`config.mk`:
```
export PLATFORM = sky130hd
export DESIGN_NAME = scsa_ctrl
export DESIGN_NICKNAME = d
export VERILOG_FILES = /design/src/rtl/core/scsa_pkg.sv /design/src/rtl/core/scsa_ctrl.sv
export SDC_FILE = /design/constraint.sdc
export NUM_CORES = 1
export LEC_CHECK = 0
export ABC_AREA = 1
export BUFFER_PORTS_ARGS = -buffer_cell sky130_fd_sc_hd__buf_2
export CAP_MARGIN = 0
export CELL_PAD_IN_SITES_DETAIL_PLACEMENT = 2
export CELL_PAD_IN_SITES_GLOBAL_PLACEMENT = 2
export CORE_MARGIN = 2
export CORE_UTILIZATION = 22
export DETAILED_ROUTE_END_ITERATION = 8
export HOLD_SLACK_MARGIN = 0.15
export PLACE_DENSITY = 0.75
export RECOVER_POWER = 25
export SETUP_SLACK_MARGIN = 0.4
export SLEW_MARGIN = 20
export SYNTH_ARGS = -nofsm -noshare
export SYNTH_HDL_FRONTEND = slang
export SYNTH_SLANG_ARGS = --single-unit
```
`constraint.sdc`:
```
create_clock -name clk -period 1.35 [get_ports clk]
set_clock_uncertainty 0.2 [all_clocks]
set_input_delay 0.135 -clock clk [delete_from_list [all_inputs] [get_ports clk]]
set_output_delay 0.135 -clock clk [all_outputs]
set_load 0.02 [all_outputs]
```
`src/rtl/core/scsa_pkg.sv`:
```
// ----------------------------------------------------------------------------
// scsa_pkg
// shared types, codes and the size class lookup of the slab allocator
// ----------------------------------------------------------------------------
package scsa_pkg;

	localparam int CLASS_COUNT = 8;
	localparam int CLASS_W     = 3;
	localparam int SIZE_W      = 11;

	localparam logic REQ_ALLOC = 1'b0;
	localparam logic REQ_FREE  = 1'b1;

	localparam logic [1:0] ST_OK        = 2'd0;
	localparam logic [1:0] ST_TOO_LARGE = 2'd1;
	localparam logic [1:0] ST_NO_PAGE   = 2'd2;

	localparam logic [15:0] CLASS_LIMIT [CLASS_COUNT] = '{
		16'd8, 16'd16, 16'd32, 16'd64, 16'd128, 16'd256, 16'd512, 16'd1024
	};

	typedef struct packed {
		logic        req_type;
		logic [15:0] size;
		logic [1:0]  alloc_type;
		logic [2:0]  free_class;
		logic [1:0]  free_page;
		logic [7:0]  free_slot;
	} req_t;

	typedef struct packed {
		logic [1:0]  status;
		logic [2:0]  size_class;
		logic [1:0]  page_index;
		logic [7:0]  slot_index;
		logic [31:0] type_bytes;
		logic [31:0] type_count;
	} resp_t;

	typedef enum logic [2:0] {
		OP_NONE,
		OP_LATCH,
		OP_DECODE,
		OP_POP,
		OP_ALLOC_DONE,
		OP_FREE_DONE,
		OP_REJECT_DONE
	} dp_op_t;

	typedef struct packed {
		dp_op_t op;
	} dp_cmd_t;

	typedef struct packed {
		logic is_free;
		logic reject;
	} dp_status_t;

	// bit 3 set means above the largest class
	function automatic logic [3:0] class_of(input logic [15:0] sz);
		logic [3:0] c;
		c = 4'd8;
		for (int i = CLASS_COUNT - 1; i >= 0; i--) begin
			if (sz <= CLASS_LIMIT[i]) begin
				c = 4'(i);
			end
		end
		return c;
	endfunction

endpackage

```
`src/rtl/core/scsa_ctrl.sv`:
```
// ----------------------------------------------------------------------------
// scsa_ctrl
// request sequencer of the slab allocator
// ----------------------------------------------------------------------------
module scsa_ctrl (
	input  logic                 clk,
	input  logic                 arst_n,
	input  logic                 req_valid,
	output logic                 req_stall,
	output logic                 rsp_valid,
	input  logic                 rsp_stall,
	input  scsa_pkg::dp_status_t sts,
	output scsa_pkg::dp_cmd_t    cmd
);
	import scsa_pkg::*;

	typedef enum logic [2:0] {
		S_IDLE,
		S_DECODE,
		S_POP,
		S_ALLOC_WR,
		S_FREE_WR,
		S_REJECT
	} state_t;

	state_t state_q;
	state_t state_d;
	logic   rsp_valid_q;
	logic   out_free;
	logic   load;

	assign out_free  = !rsp_valid_q || !rsp_stall;
	assign req_stall = (state_q != S_IDLE);
	assign rsp_valid = rsp_valid_q;

	always_comb begin
		cmd.op  = OP_NONE;
		state_d = state_q;
		load    = 1'b0;
		unique case (state_q)
			S_IDLE: begin
				if (req_valid) begin
					cmd.op  = OP_LATCH;
					state_d = S_DECODE;
				end
			end
			S_DECODE: begin
				cmd.op = OP_DECODE;
				if (sts.reject) begin
					state_d = S_REJECT;
				end else if (sts.is_free) begin
					state_d = S_FREE_WR;
				end else begin
					state_d = S_POP;
				end
			end
			S_POP: begin
				cmd.op  = OP_POP;
				state_d = S_ALLOC_WR;
			end
			S_ALLOC_WR: begin
				if (out_free) begin
					cmd.op  = OP_ALLOC_DONE;
					load    = 1'b1;
					state_d = S_IDLE;
				end
			end
			S_FREE_WR: begin
				if (out_free) begin
					cmd.op  = OP_FREE_DONE;
					load    = 1'b1;
					state_d = S_IDLE;
				end
			end
			S_REJECT: begin
				if (out_free) begin
					cmd.op  = OP_REJECT_DONE;
					load    = 1'b1;
					state_d = S_IDLE;
				end
			end
			default: begin
				state_d = S_IDLE;
			end
		endcase
	end

	always_ff @(posedge clk or negedge arst_n) begin
		if (!arst_n) begin
			state_q     <= S_IDLE;
			rsp_valid_q <= 1'b0;
		end else begin
			state_q <= state_d;
			if (load) begin
				rsp_valid_q <= 1'b1;
			end else if (!rsp_stall) begin
				rsp_valid_q <= 1'b0;
			end
		end
	end

`ifndef ASSERT_OFF
	a_accept_to_decode: assert property (@(posedge clk) disable iff (!arst_n)
		(req_valid && !req_stall) |=> (state_q == S_DECODE))
		else $error("accepted beat not decoded next");

	a_no_overwrite: assert property (@(posedge clk) disable iff (!arst_n)
		(rsp_valid_q && rsp_stall) |-> !load)
		else $error("result overwritten while stalled");

	a_load_shows: assert property (@(posedge clk) disable iff (!arst_n)
		load |=> (rsp_valid_q && (state_q == S_IDLE)))
		else $error("finished result not presented");
`endif

endmodule
```
==> results of run 1 <==
through the flow:
stage	setup WS [ns]	std cells
final	-0.207	75
after CTS	-0.212	75
after detailed placement	-0.0325	70
after floorplan	0.115	42
after global placement	-0.00619	70
after global routing	-0.264	75
critical path: stages (launching register included):
cell and delay, ns:
dfrtp_2 0.46, nor2_4 0.14, buf_4 0.12, nand3_1 0.07, nand3_2 0.08, buf_6 0.11
where the power goes:
part           switching, W  total [W]  internal [W]
Combinational      0.000454   0.000820      0.000366
Clock             0.0000616   0.000173      0.000112
Sequential         0.000105   0.000288      0.000184
metal layers:
metal,global-route usage (%),up-vias,wire [um]
li1,-,168,-
met1,15.5,165,438
met2,24.6,8,538
met3,6.52,3,31
met4,10.0,0,19
met5,0,-,0
what timing repair did:
action                                  CTS  global route
gates resized for setup                  11             5
endpoints found under the setup margin    9             9
hold endpoints to repair                  8             8
pin swaps                                 0             3
registers in the layout, summed over array words and instances, names as in the netlist:
| signal | count |
|---|---|
| rsp_valid | 1 |
| state_q | 3 |
synthesized netlist by cell type, drive strengths merged:
cell | instances | area share (%)
nand3 | 7 | 18
nand2 | 15 | 22
nand3b | 1 | 2.5
o21ai | 1 | 1.7
buf | 1 | 3.8
inv | 5 | 6.3
o22ai | 1 | 2.1
nor2 | 7 | 10
dfrtp | 4 | 33
cell type report:
cell class | count | area [sq um]
Clock buffer | 4 | 26.3
Timing Repair Buffer | 15 | 110
Tap cell | 15 | 18.8
Multi-Input combinational cell | 32 | 201
Inverter | 5 | 21.3
Fill cell | 151 | 802
Sequential cell | 4 | 105
placed cells by master, fill, tap and decap left out, drive strengths merged:
cell type	Yosys	final
buf	1	13
clkbuf	0	5
dfrtp	4	4
dlygate4sd3	0	1
inv	5	5
nand2	15	15
nand3	7	7
nand3b	1	1
nor2	7	7
o21ai	1	1
o22ai	1	1
final timing paths:
| check | start | end | slack, ns | cells past startpoint |
|---|---|---|---|---|
| max | state_q[1] | cmd[0] | -0.21 | 5 |
| max reg2reg | state_q[2] | state_q[1] | 0.03 | 7 |
| min reg2reg | state_q[0] | state_q[0] | 0.35 | 2 |
| max in group asynchronous | arst_n | state_q[1] | 0.68 | 2 |
| min | rsp_stall | rsp_valid | -0.03 | 3 |
| min in group asynchronous | arst_n | state_q[0] | 0.06 | 2 |
logic make-up after synthesis:
| group | Yosys count | share of synthesized area, % |
|---|---|---|
| buf+inv | 6 | 10.0 |
| flops | 4 | 33.5 |
| simple gates | 30 | 52.7 |
| compound gates | 2 | 3.77 |
==> results.py, run 1 <==
metrics = {
    "clock_network": {
        "hold_buffers": 1,
        "clock_latency_ns": 0.25,
        "cts_tree": "yes",
        "post_cts_buffers": 0,
        "clock-sinks": 4,
        "clockBufferDepth": 2,
        "clk_pin_slew_ns": 0.04,
        "root_buffer": "clkbuf_4",
        "h-tree-depth": 1,
        "cts_buffers": 3,
    },
    "critical_path": {
        "start_kind": "flip-flop",
        "required_ns": 1.01,
        "worstSetupEndpointType": "primary output",
        "crit_fanout": 5,
        "critPathArrivalTime_ns": 1.22,
        "criticalPathCategory": "flip-flop to primary output",
    },
    "timing": {
        "max_slew_margin_pct": 84.7,
        "period_needed_ns": 1.56,
        "fin_hold_ws_ns": -0.0342,
        "slew_viol_final": 0,
        "fin_crit_sh_pct": 115,
        "tightestPinTransition_ns": 0.229,
        "finalWorstSetupSlack_ns": -0.207,
        "finalSetupTns_ns": -0.706,
        "rsz0062_at_grt": "true",
        "setup_viol": 4,
        "fmax_mhz": 642,
        "hold_violations": 1,
    },
    "die": {
        "coreArea_sq_mm": 0.00128,
        "io_pins": 11,
        "start_util_pct": 23.3,
        "fp.dieW_um": 40.9,
        "dieArea_sq_mm": 0.00167,
        "row_count": 13,
        "die_h_um": 40.9,
    },
    "place": {
        "routabilityCongestion": 0.698,
        "io_buffers": 10,
        "hpwl_um": 725,
        "placed_area_sq_um": 408,
    },
    "route": {
        "routed_via_density": 4.59,
        "post_drt_wl_per_cell_um": 13.7,
        "vias": 344,
        "drc": 0,
        "antenna_left": 0,
        "drtPass1Iterations": 2,
        "wl_um": 1030,
        "drtIter0Drc": 1,
    },
    "outcome": {
        "violations": "hold timing, setup timing",
        "status": "finished with violations",
    },
    "finish": {
        "num_antenna_cells": 0,
        "area_growth_pct": 61.5,
        "nNetsFinal": 67,
        "final_util_pct": 37.6,
        "final_area_sq_um": 483,
        "layout-drive-gt1-share_pct": 61.7,
    },
    "global_route": {
        "antenna_found_initial": 0,
        "grt_pass1_vias": 348,
        "grt_use_total_pct": 15.1,
        "overflow": 0,
        "grt_max_degree": 7,
        "grt_pass1_wl_um": 1500,
    },
    "yosys": {
        "synth_seq_area_share_pct": 33.5,
        "synth.net_count": 48,
        "avgSynthCellArea_sq_um": 7.12,
        "syn_inst": 42,
        "synth_seq_cells": 4,
        "netlist_area_sq_um": 299,
        "yosys_warnings": 0,
        "synth_cell_types": 15,
    },
    "pwr": {
        "powerDensity_mw_per_mm2": 2650,
        "finalPower_w": 0.00128,
        "ir_worst_vdd_v": 0.000817,
        "power.leakage_nw": 0.244,
    },
    "worst_hold_path": {
        "hp-class": "input port to flip-flop",
    },
    "flow_run": {
        "cap_violations": 0,
    },
}
Note: power is estimated with default switching activity, not from simulation.
==> run 2, diff against run 1 <==
Settings changed: RECOVER_POWER 25 to 100.
==> results.py, run 2 (synthesis results as in run 1) <==
metrics = {
    "outcome": {
        "status": "finished with violations",
        "violations": "hold timing, setup timing",
    },
    "critical_path": {
        "ff2ff_path_depth": 7,
        "reg2reg_from": "state_q[2]",
        "required_ns": 1.01,
        "critPathArrivalTime_ns": 1.22,
        "rrSetupSlack_ns": 0.03,
        "worstSetupEndpointType": "primary output",
        "criticalPathCategory": "flip-flop to primary output",
        "cp-startpoint": "state_q[1]",
        "crit_fanout": 5,
        "start_kind": "flip-flop",
        "r2r_end": "state_q[1]",
    },
    "finish": {
        "area_growth_pct": 59.0,
        "layout_commonest_cell": "nand2_1",
        "layout-drive-gt1-share_pct": 60.0,
        "most-common-layout-cells": "nand2_1, buf_2, buf_4",
        "largest-register": "state_q",
        "multi_input_area_sq_um": 201,
        "seq_area_sq_um": 105,
        "largest_reg_flops": 3,
        "num_antenna_cells": 0,
        "nNetsFinal": 67,
        "filler_cell_count": 152,
    },
    "die": {
        "start_util_pct": 23.3,
        "row_count": 13,
        "coreArea_sq_mm": 0.00128,
        "die_h_um": 40.9,
        "dieArea_sq_mm": 0.00167,
        "io_pins": 11,
        "fp.dieW_um": 40.9,
    },
    "global_route": {
        "overflow": 0,
        "grt_use_total_pct": 15.1,
        "grt_max_degree": 7,
        "grt_pass1_vias": 348,
        "antenna_found_initial": 0,
        "grt_pass1_wl_um": 1500,
    },
    "clock_network": {
        "clock-sinks": 4,
        "root_buffer": "clkbuf_4",
        "cts_buffers": 3,
        "cts_tree": "yes",
        "clock_latency_ns": 0.25,
        "hold_buffers": 1,
        "clockBufferDepth": 2,
        "clk_pin_slew_ns": 0.04,
        "h-tree-depth": 1,
    },
    "pwr": {
        "finalPower_w": 0.00126,
        "powerDensity_mw_per_mm2": 2640,
        "power.leakage_nw": 0.239,
        "ir_worst_vdd_v": 0.000778,
    },
    "timing": {
        "fin_crit_sh_pct": 115,
        "finalWorstSetupSlack_ns": -0.207,
        "rsz0062_at_grt": "true",
        "slew_viol_final": 0,
        "max_slew_margin_pct": 83.3,
        "fmax_mhz": 642,
        "period_needed_ns": 1.56,
        "fin_hold_ws_ns": -0.0342,
        "hold_violations": 1,
        "tightestPinTransition_ns": 0.252,
        "setup_viol": 4,
    },
    "flow_run": {
        "cap_violations": 0,
    },
    "worst_hold_path": {
        "min_from": "rsp_stall",
        "hp-class": "input port to flip-flop",
        "hold_end": "rsp_valid",
        "min_path_cells": 3,
    },
    "route": {
        "antenna_left": 0,
        "post_drt_wl_per_cell_um": 13.7,
        "drc": 0,
        "vias": 344,
        "routed_via_density": 4.59,
        "wl_um": 1030,
        "drtPass1Iterations": 2,
        "drtIter0Drc": 1,
    },
    "place": {
        "io_buffers": 10,
        "routabilityCongestion": 0.698,
        "hpwl_um": 725,
    },
}
-- run 2: power by group --
group	internal [W]	switching [W]	leakage, nW
clock	0.000112	0.0000616	0.0150
sequential	0.000183	0.000101	0.0449
combinational	0.000344	0.000454	0.179
total	0.000639	0.000616	0.239
-- run 2: per-stage QoR --
| step | TNS, ns | cells | utilization, % | setup slack [ns] | instance area [sq um] |
|---|---|---|---|---|---|
| 4_1_cts | -0.774 | 75 | 36.5 | -0.212 | 469 |
| 5_1_grt | -1.00 | 75 | 37.0 | -0.264 | 475 |
| 2_1_floorplan | 0 | 42 | - | 0.115 | 320 |
| 6_report | -0.706 | 75 | 37.0 | -0.207 | 475 |
| 3_3_place_gp | -0.0121 | 70 | 31.7 | -0.00619 | 408 |
| 3_5_place_dp | -0.0452 | 70 | 31.7 | -0.0325 | 408 |
-- run 2: final cells by class --
type / instances / share of cell area (%)
repair buffers: 15 / 21.6
well taps: 15 / 3.95
inverters: 5 / 4.47
flip-flops and latches: 4 / 22.1
multi-input cells: 32 / 42.4
clock buffers: 4 / 5.53
-- run 2: what timing repair did --
item                                    CTS  global route
gates resized for setup                  11             5
setup buffers                             0             0
pin swaps                                 0             3
hold endpoints to repair                  8             8
endpoints found under the setup margin    9             9
-- run 2: worst max-delay path by stage --
stage	to	slack (ns)	cells past startpoint
final	cmd[0]	-0.21	5
after global routing	cmd[0]	-0.26	5
after CTS	cmd[1]	-0.21	4
after detailed placement	cmd[0]	-0.03	6
after global placement	cmd[0]	-0.006	4
after floorplan	cmd[0]	0.12	6
-- run 2: per-layer routing --
layer	track usage (%)	share of wire [%]	vias to the layer above
met3	6.52	3.0	3
met1	15.5	43	165
met4	10.0	1.9	0
met2	24.6	52	8
met5	0	0	-
li1	-	-	168
-- run 2: worst max-delay path, stage by stage (launching register included) --
cell and delay [ns]:
dfrtp_2 0.46, nor2_4 0.14, buf_4 0.12, nand3_1 0.07
nand3_2 0.08, buf_6 0.11
==> run 3, diff against run 2 <==
--- a/constraint.sdc
+++ b/constraint.sdc
@@ -3,3 +3,3 @@
 set_input_delay 0.135 -clock clk [delete_from_list [all_inputs] [get_ports clk]]
 set_output_delay 0.135 -clock clk [all_outputs]
-set_load 0.02 [all_outputs]
+set_load 0.01 [all_outputs]
==> results.py, run 3 (synthesis results as in run 1) <==
metrics = {
    "clock_network": {
        "hold_buffers": 1,
        "clockBufferDepth": 2,
        "clock-sinks": 4,
        "cts_buffers": 3,
        "cts_tree": "yes",
        "root_buffer": "clkbuf_4",
        "clock_latency_ns": 0.24,
        "clk_pin_slew_ns": 0.04,
        "h-tree-depth": 1,
    },
    "global_route": {
        "grt_max_degree": 6,
        "grt_use_total_pct": 18.3,
        "overflow": 0,
        "grt_pass1_wl_um": 1790,
        "grt_pass1_vias": 372,
        "antenna_found_initial": 0,
    },
    "timing": {
        "tightestPinTransition_ns": 0.225,
        "rsz0062_at_grt": "true",
        "fin_crit_sh_pct": 115,
        "hold_violations": 1,
        "max_slew_margin_pct": 85.0,
        "slew_viol_final": 0,
        "period_needed_ns": 1.55,
        "fin_hold_ws_ns": -0.00653,
        "finalWorstSetupSlack_ns": -0.204,
        "fmax_mhz": 643,
        "setup_viol": 6,
    },
    "flow_run": {
        "cap_violations": 0,
    },
    "route": {
        "vias": 367,
        "routed_via_density": 4.65,
        "drtIter0Drc": 4,
        "wl_um": 1250,
        "post_drt_wl_per_cell_um": 15.8,
        "drc": 0,
        "drtPass1Iterations": 3,
        "antenna_left": 0,
    },
    "finish": {
        "nNetsFinal": 72,
        "largest_reg_flops": 3,
        "num_antenna_cells": 0,
        "area_growth_pct": 84.1,
        "final_util_pct": 42.8,
        "layout-drive-gt1-share_pct": 67.2,
        "most-common-layout-cells": "nand2_1, buf_2, buf_6, buf_4",
        "largest-register": "state_q",
        "layout_commonest_cell": "nand2_1",
    },
    "die": {
        "dieArea_sq_mm": 0.00167,
        "coreArea_sq_mm": 0.00128,
        "row_count": 13,
        "io_pins": 11,
        "die_h_um": 40.9,
        "start_util_pct": 23.3,
        "fp.dieW_um": 40.9,
    },
    "critical_path": {
        "required_ns": 1.01,
        "ff2ff_path_depth": 8,
        "worstSetupEndpointType": "primary output",
        "start_kind": "flip-flop",
        "criticalPathCategory": "flip-flop to primary output",
        "rrSetupSlack_ns": -0.10,
        "crit_fanout": 5,
        "critPathArrivalTime_ns": 1.22,
    },
    "worst_hold_path": {
        "min_path_cells": 3,
        "hp-class": "input port to flip-flop",
    },
    "pwr": {
        "power.leakage_nw": 0.271,
        "ir_worst_vdd_v": 0.000738,
        "powerDensity_mw_per_mm2": 2540,
    },
    "outcome": {
        "violations": "hold timing, setup timing",
        "status": "finished with violations",
    },
    "place": {
        "io_buffers": 10,
        "routabilityCongestion": 0.768,
        "hpwl_um": 730,
        "dp_slack_ns": -0.0772,
    },
}
## run 3: cell types whose count changed in the layout (fill, tap and decap cells not counted), sizes merged
| cell | change |
|---|---|
| buf | +4 |
## run 3: final cells by class
type / count / area, sq um
multi-input combinational: 32 / 235
clock buffer: 3 / 22.5
inverter: 5 / 21.3
sequential: 4 / 104
timing repair buffer: 20 / 149
tap: 15 / 18.8
fill: 150 / 734
## run 3: power breakdown
part	internal [W]	leakage, nW	total (W)	switching [W]
logic	0.000467	0.211	0.000969	0.000503
clock network	0.0000999	0.0138	0.000156	0.0000557
registers	0.000181	0.0460	0.000276	0.0000953
total	0.000747	0.271	0.00140	0.000654
## run 3: timing repair
item,in CTS,in global routing
buffers inserted,4,1
endpoints found under the hold margin,8,7
endpoints found under the setup margin,9,9
pin swaps,9,2
gates resized for setup,18,3
## run 3: critical path, stage by stage, from the launching register on
cell,delay (ns)
dfrtp_2,0.46
nor2_4,0.12
buf_4,0.13
nand3_2,0.08
nand3_2,0.09
buf_6,0.10
## run 3: worst paths after layout
kind | endpoint | from
worst max-delay path | cmd[0] | state_q[1]
worst max register to register | state_q[1] | state_q[1]
max in group asynchronous | state_q[0] | arst_n
worst min register to register | state_q[0] | state_q[0]
min in group asynchronous | state_q[2] | arst_n
worst min-delay path | state_q[2] | sts[1]
## run 3: per-layer routing
metal  vias up  global-route usage (%)  part of all wire, %
met5         -                       0                    0
met1       177                    18.8                   41
met2         8                    31.6                   53
li1        178                       -                    -
met3         4                    6.52                  3.5
met4         0                    10.0                  1.9
## run 3: through the flow
| stage | power, W | area [sq um] | hold slack (ns) | TNS, ns | cells |
|---|---|---|---|---|---|
| 2_1_floorplan | 0.000653 | 317 | -0.361 | 0 | 42 |
| 3_3_place_gp | 0.000869 | 404 | -0.258 | -0.00229 | 70 |
| 3_5_place_dp | 0.000889 | 404 | -0.258 | -0.0912 | 70 |
| 4_1_cts | 0.00132 | 532 | -0.0323 | -0.636 | 78 |
| 5_1_grt | 0.00152 | 551 | 0.00490 | -1.14 | 79 |
| 6_report | 0.00140 | 551 | -0.00653 | -0.803 | 79 |
